### src/rtl/hbs_ram.sv
// Generic single-write, single-read synchronous RAM with registered read data.
module hbs_ram #(
  parameter int WIDTH = 16,
  parameter int DEPTH = 256
) (
  input  logic                     clk,
  input  logic                     we,
  input  logic [$clog2(DEPTH)-1:0] waddr,
  input  logic [WIDTH-1:0]         wdata,
  input  logic [$clog2(DEPTH)-1:0] raddr,
  output logic [WIDTH-1:0]         rdata
);

  logic [WIDTH-1:0] mem [DEPTH];

  always_ff @(posedge clk) begin
    if (we) begin
      mem[waddr] <= wdata;
    end
    rdata <= mem[raddr];
  end

endmodule

### config.mk
export PLATFORM = sky130hd
export DESIGN_NAME = hbs_ram
export DESIGN_NICKNAME = d
export VERILOG_FILES = /design/src/rtl/hbs_ram.sv
export SDC_FILE = /design/constraint.sdc
export NUM_CORES = 2
export LEC_CHECK = 0
export BUFFER_PORTS_ARGS = -buffer_cell sky130_fd_sc_hd__buf_2
export CELL_PAD_IN_SITES_DETAIL_PLACEMENT = 1
export CELL_PAD_IN_SITES_GLOBAL_PLACEMENT = 1
export CORE_MARGIN = 3
export CORE_UTILIZATION = 45
export CTS_CLUSTER_DIAMETER = 200
export DETAILED_ROUTE_END_ITERATION = 12
export GPL_TIMING_DRIVEN = 0
export PLACE_DENSITY_LB_ADDON = 0.05
export SKIP_LAST_GASP = 1
export SLEW_MARGIN = 20
export SYNTH_ARGS = -nofsm -noshare
export SYNTH_HDL_FRONTEND = slang
export SYNTH_SLANG_ARGS = --single-unit
export TNS_END_PERCENT = 30
### constraint.sdc
create_clock -name clk -period 3.5 [get_ports clk]
set_clock_uncertainty 0.05 [all_clocks]
set_input_delay 0.875 -clock clk [delete_from_list [all_inputs] [get_ports clk]]
set_output_delay 0.875 -clock clk [all_outputs]
set_load 0.02 [all_outputs]
==> impl_summary.log <==
[metrics] achievable clock frequency: 272 MHz
[metrics] post-synthesis instance area: 159000 um2
[metrics] data required time of the worst path: 4270 ps
[metrics] worst min path class: in2reg
[metrics] setup repair after global routing missed its margin: true
[metrics] worst slew margin relative to its limit: 18.8%
[metrics] Port-buffer cells: 39
[metrics] highest ir drop seen on vdd: 469 uV
[metrics] number of sinks driven by the clock tree: around 4100
[metrics] io pins: 50
[metrics] number of buffers added by the clock tree synthesis step: 437
[metrics] number of setup violations in the final report: 58
[metrics] die footprint: 360000 um2
[metrics] maximum fanout along the worst path: 10
[metrics] # Max-Cap Violations: 0
[metrics] largest net degree at the start of global routing: roughly 110
[metrics] fraction of synthesized cell area taken by the top area cell type: 77.5%
[metrics] Final Routed Wirelength: 550000 um
[metrics] fraction of layout instances using a drive strength above 1: 30.4%
[metrics] initial antenna violation count: between 50 and 60
[metrics] core area: 350000 um2
[metrics] most used standard cells in the synthesized netlist: sky130_fd_sc_hd__edfxtp_1, sky130_fd_sc_hd__mux4_2, sky130_fd_sc_hd__mux2i_1
[metrics] Post-Synthesis Mean Instance Area: 21.6 um2
[metrics] number of instances in the synthesized netlist: 7360
[metrics] TritonCTS clock tree: yes
[metrics] Yosys reg bits: between 4000 and 5000
[metrics] routed length on met3: 53300 um
[metrics] most frequently used flop master after synthesis: sky130_fd_sc_hd__edfxtp_1
[metrics] net count of the mapped netlist: 7394
[metrics] final hold viol count: 0
[metrics] worst hold slack: about 260 ps
[metrics] CP Capture Type: register
[metrics] instance area after placement: between 150000 and 200000 um2
[metrics] most frequently used cell type in the post-synthesis netlist: sky130_fd_sc_hd__edfxtp_1
[metrics] met2 wire len: 243000 um
[metrics] Critical Setup Path Class: in2reg
[metrics] combined global-route utilization of all metal layers: 30.4%
[metrics] post-CTS clock slew at the launch and capture registers of the worst setup and hold paths: 60 ps
[metrics] via count of the first global-routing pass: 83700
[metrics] Overflow after GRT: 0
[metrics] area of the multi-input gates: 35800 um2
[metrics] Power Density: approximately 570 nW/um2
[metrics] fillers: between 30000 and 40000
[metrics] clock latency on the worst-skew pair: about 990 ps
[metrics] post-synth top area cell: sky130_fd_sc_hd__edfxtp_1
[metrics] uppermost routed layer: met5
[metrics] num rows: 217
[metrics] Post-DRT Antenna Nets: 0
[metrics] number of warnings issued by yosys: 0
[metrics] Worst R2R Start: mem[130][7]
[metrics] Worst Setup Start Kind: input port
[metrics] first-pass detailed-route iteration total: 5
[metrics] number of remaining DRC errors: 0
[metrics] leading post-synthesis cells by cell area: sky130_fd_sc_hd__edfxtp_1, sky130_fd_sc_hd__mux4_2, sky130_fd_sc_hd__mux2i_1
[metrics] routed wire length per instance: 42.2 um
[metrics] Detailed Place HPWL: 380000 um
[metrics] vias after detailed routing: between 80000 and 90000
[metrics] portion of the clock cycle consumed by the worst path in the final layout: 105%
[metrics] Final Power: 106 mW
[metrics] sequential share of the synthesized area: 77.7%
[metrics] final net count: ~8100
[metrics] min Tclk post-route: 3680 ps
[metrics] transition at the pin with the smallest max-transition slack: around 1200 ps
[metrics] routed metal-1 wire length: 229000 um
[metrics] hold path startpoint: wdata[15]
[metrics] y dimension of the die: about 600 um
[metrics] Slew Viols, Final: 0
[metrics] violated checks: negative setup slack
[metrics] post-place setup slack: -2900 ps
[metrics] first-pass GRT wire length: ~740000 um
[metrics] drt via density: 6.45
[metrics] cell area after layout: 186000 um2
[metrics] number of DRC markers after the initial detailed-route iteration: 13000
[metrics] RD Place Congestion: 0.965
[metrics] initial standard-cell utilization of the core: 45.3%
[metrics] width of the die: 600 um
[metrics] footprint of the flip-flops and latches: approximately 120000 um2
[metrics] area added between synthesis and finish: 17.1%
[metrics] largest buffer count on any clock path: 4
[metrics] cell at the root of the clock tree: sky130_fd_sc_hd__clkbuf_16
[metrics] status: finished with violations
[metrics] final non-filler cell total: 13000
[metrics] number of enable-type register cells in the synthesized netlist: slightly above 4000
[metrics] CP Launch Point: raddr[2]
[metrics] count of placed standard cells including taps: 12200
[metrics] CTS H-tree depth: 5
[metrics] fraction of registers with async set/reset: 0%
[metrics] arrival time of the worst setup path: 4450 ps
[metrics] Synth cell types: 52
[metrics] final setup slack of the worst path: -179 ps
[metrics] Leakage: 58.5 nW
## report_power, final
| part | switching [mW] | leakage [nW] | internal [mW] |
|---|---|---|---|
| Clock | 19.4 | 6.70 | 25.9 |
| Combinational | 4.67 | 14.9 | 2.03 |
| Sequential | 0.0329 | 36.9 | 54.3 |
## worst max-delay path, cell delays in order
cell	delay, ps
sky130_fd_sc_hd__buf_4	230
sky130_fd_sc_hd__nand2b_1	200
sky130_fd_sc_hd__buf_2	220
sky130_fd_sc_hd__clkbuf_2	380
sky130_fd_sc_hd__clkbuf_2	520
sky130_fd_sc_hd__o22ai_1	410
sky130_fd_sc_hd__mux2i_1	220
sky130_fd_sc_hd__a22oi_2	520
sky130_fd_sc_hd__nand4_1	330
sky130_fd_sc_hd__nor4_4	480
## path summary, 6_finish.rpt
path,slack (ps),depth (start not counted),endpoint
setup / recovery,-180,10,rdata[8]
hold / removal,260,1,mem[110][15]
setup reg to reg,670,6,rdata[7]
hold reg to reg,1110,5,rdata[4]
## cell families after synthesis
logic type | count (synthesis) | synth area share (%)
AO/OA/AOI/OAI | 786 | 3.54
buffers and inverters | 456 | 1.69
flip-flops | 4112 | 77.7
multiplexers | 1450 | 15.5
AND/OR/NAND/NOR | 556 | 1.57
## through the flow
| step | setup TNS (ps) | utilization [%] |
|---|---|---|
| after CTS | -341 | 52.9 |
| after global placement | - | 47.0 |
| final | -3590 | 53.0 |
| after detailed placement | -1457550 | 48.5 |
| after floorplan | 0 | - |
| after global routing | -1780 | 53.0 |
## per-layer routing
layer,vias up,global-route usage (%)
met2,4226,44.8
met1,46200,44.6
met4,6,11.3
met5,-,0
met3,797,6.74
li1,32800,-
## flip-flops by register name, indices dropped and copies added, names as in the netlist
name,cells
mem,4096
rdata,16
## repair_timing
action                     CTS  global route
hold buffers                 1             0
setup endpoints to repair   16            94
resized for setup          371            92
pin swaps                   24            14
hold endpoints to repair     2             0
buffers inserted             5             1
## area by class of cell
cell class / instances / area share [%]
Antenna cell: 14 / 0.0189
Buffer: 450 / 1.72
Clock buffer: 544 / 6.24
Clock inverter: 257 / 1.17
Inverter: 4 / 0.0114
Multi-Input combinational cell: 2792 / 19.3
Sequential cell: 4112 / 66.4
Tap cell: 4599 / 3.10
Timing Repair Buffer: 257 / 2.12
## cells in the final DEF, fill, tap and decap left out, drive strengths merged, types with 3 or more instances in the layout
cell type,Yosys,final
clkdlybuf4s15,0,3
inv,4,15
dfxtp,16,16
o221ai,253,253
diode,0,14
clkinv,0,192
mux4,797,797
a221oi,28,28
o22ai,148,148
o21ai,38,38
a31oi,6,6
a21oi,175,175
nand3,35,35
buf,222,474
nand2b,3,3
nor3,92,92
nand4b,3,3
o31ai,16,16
clkbuf,230,773
mux2,88,88
a2111oi,6,6
nand4,26,26
nor2b,9,9
o32ai,21,21
or2,5,5
a22oi,43,43
clkinvlp,0,19
nor4,18,18
a211oi,18,18
edfxtp,4096,4096
a22o,32,32
and3,11,11
nand2,38,38
nor2,304,304
bufinv,0,35
mux2i,565,565
(Power assumes the default switching activity.)
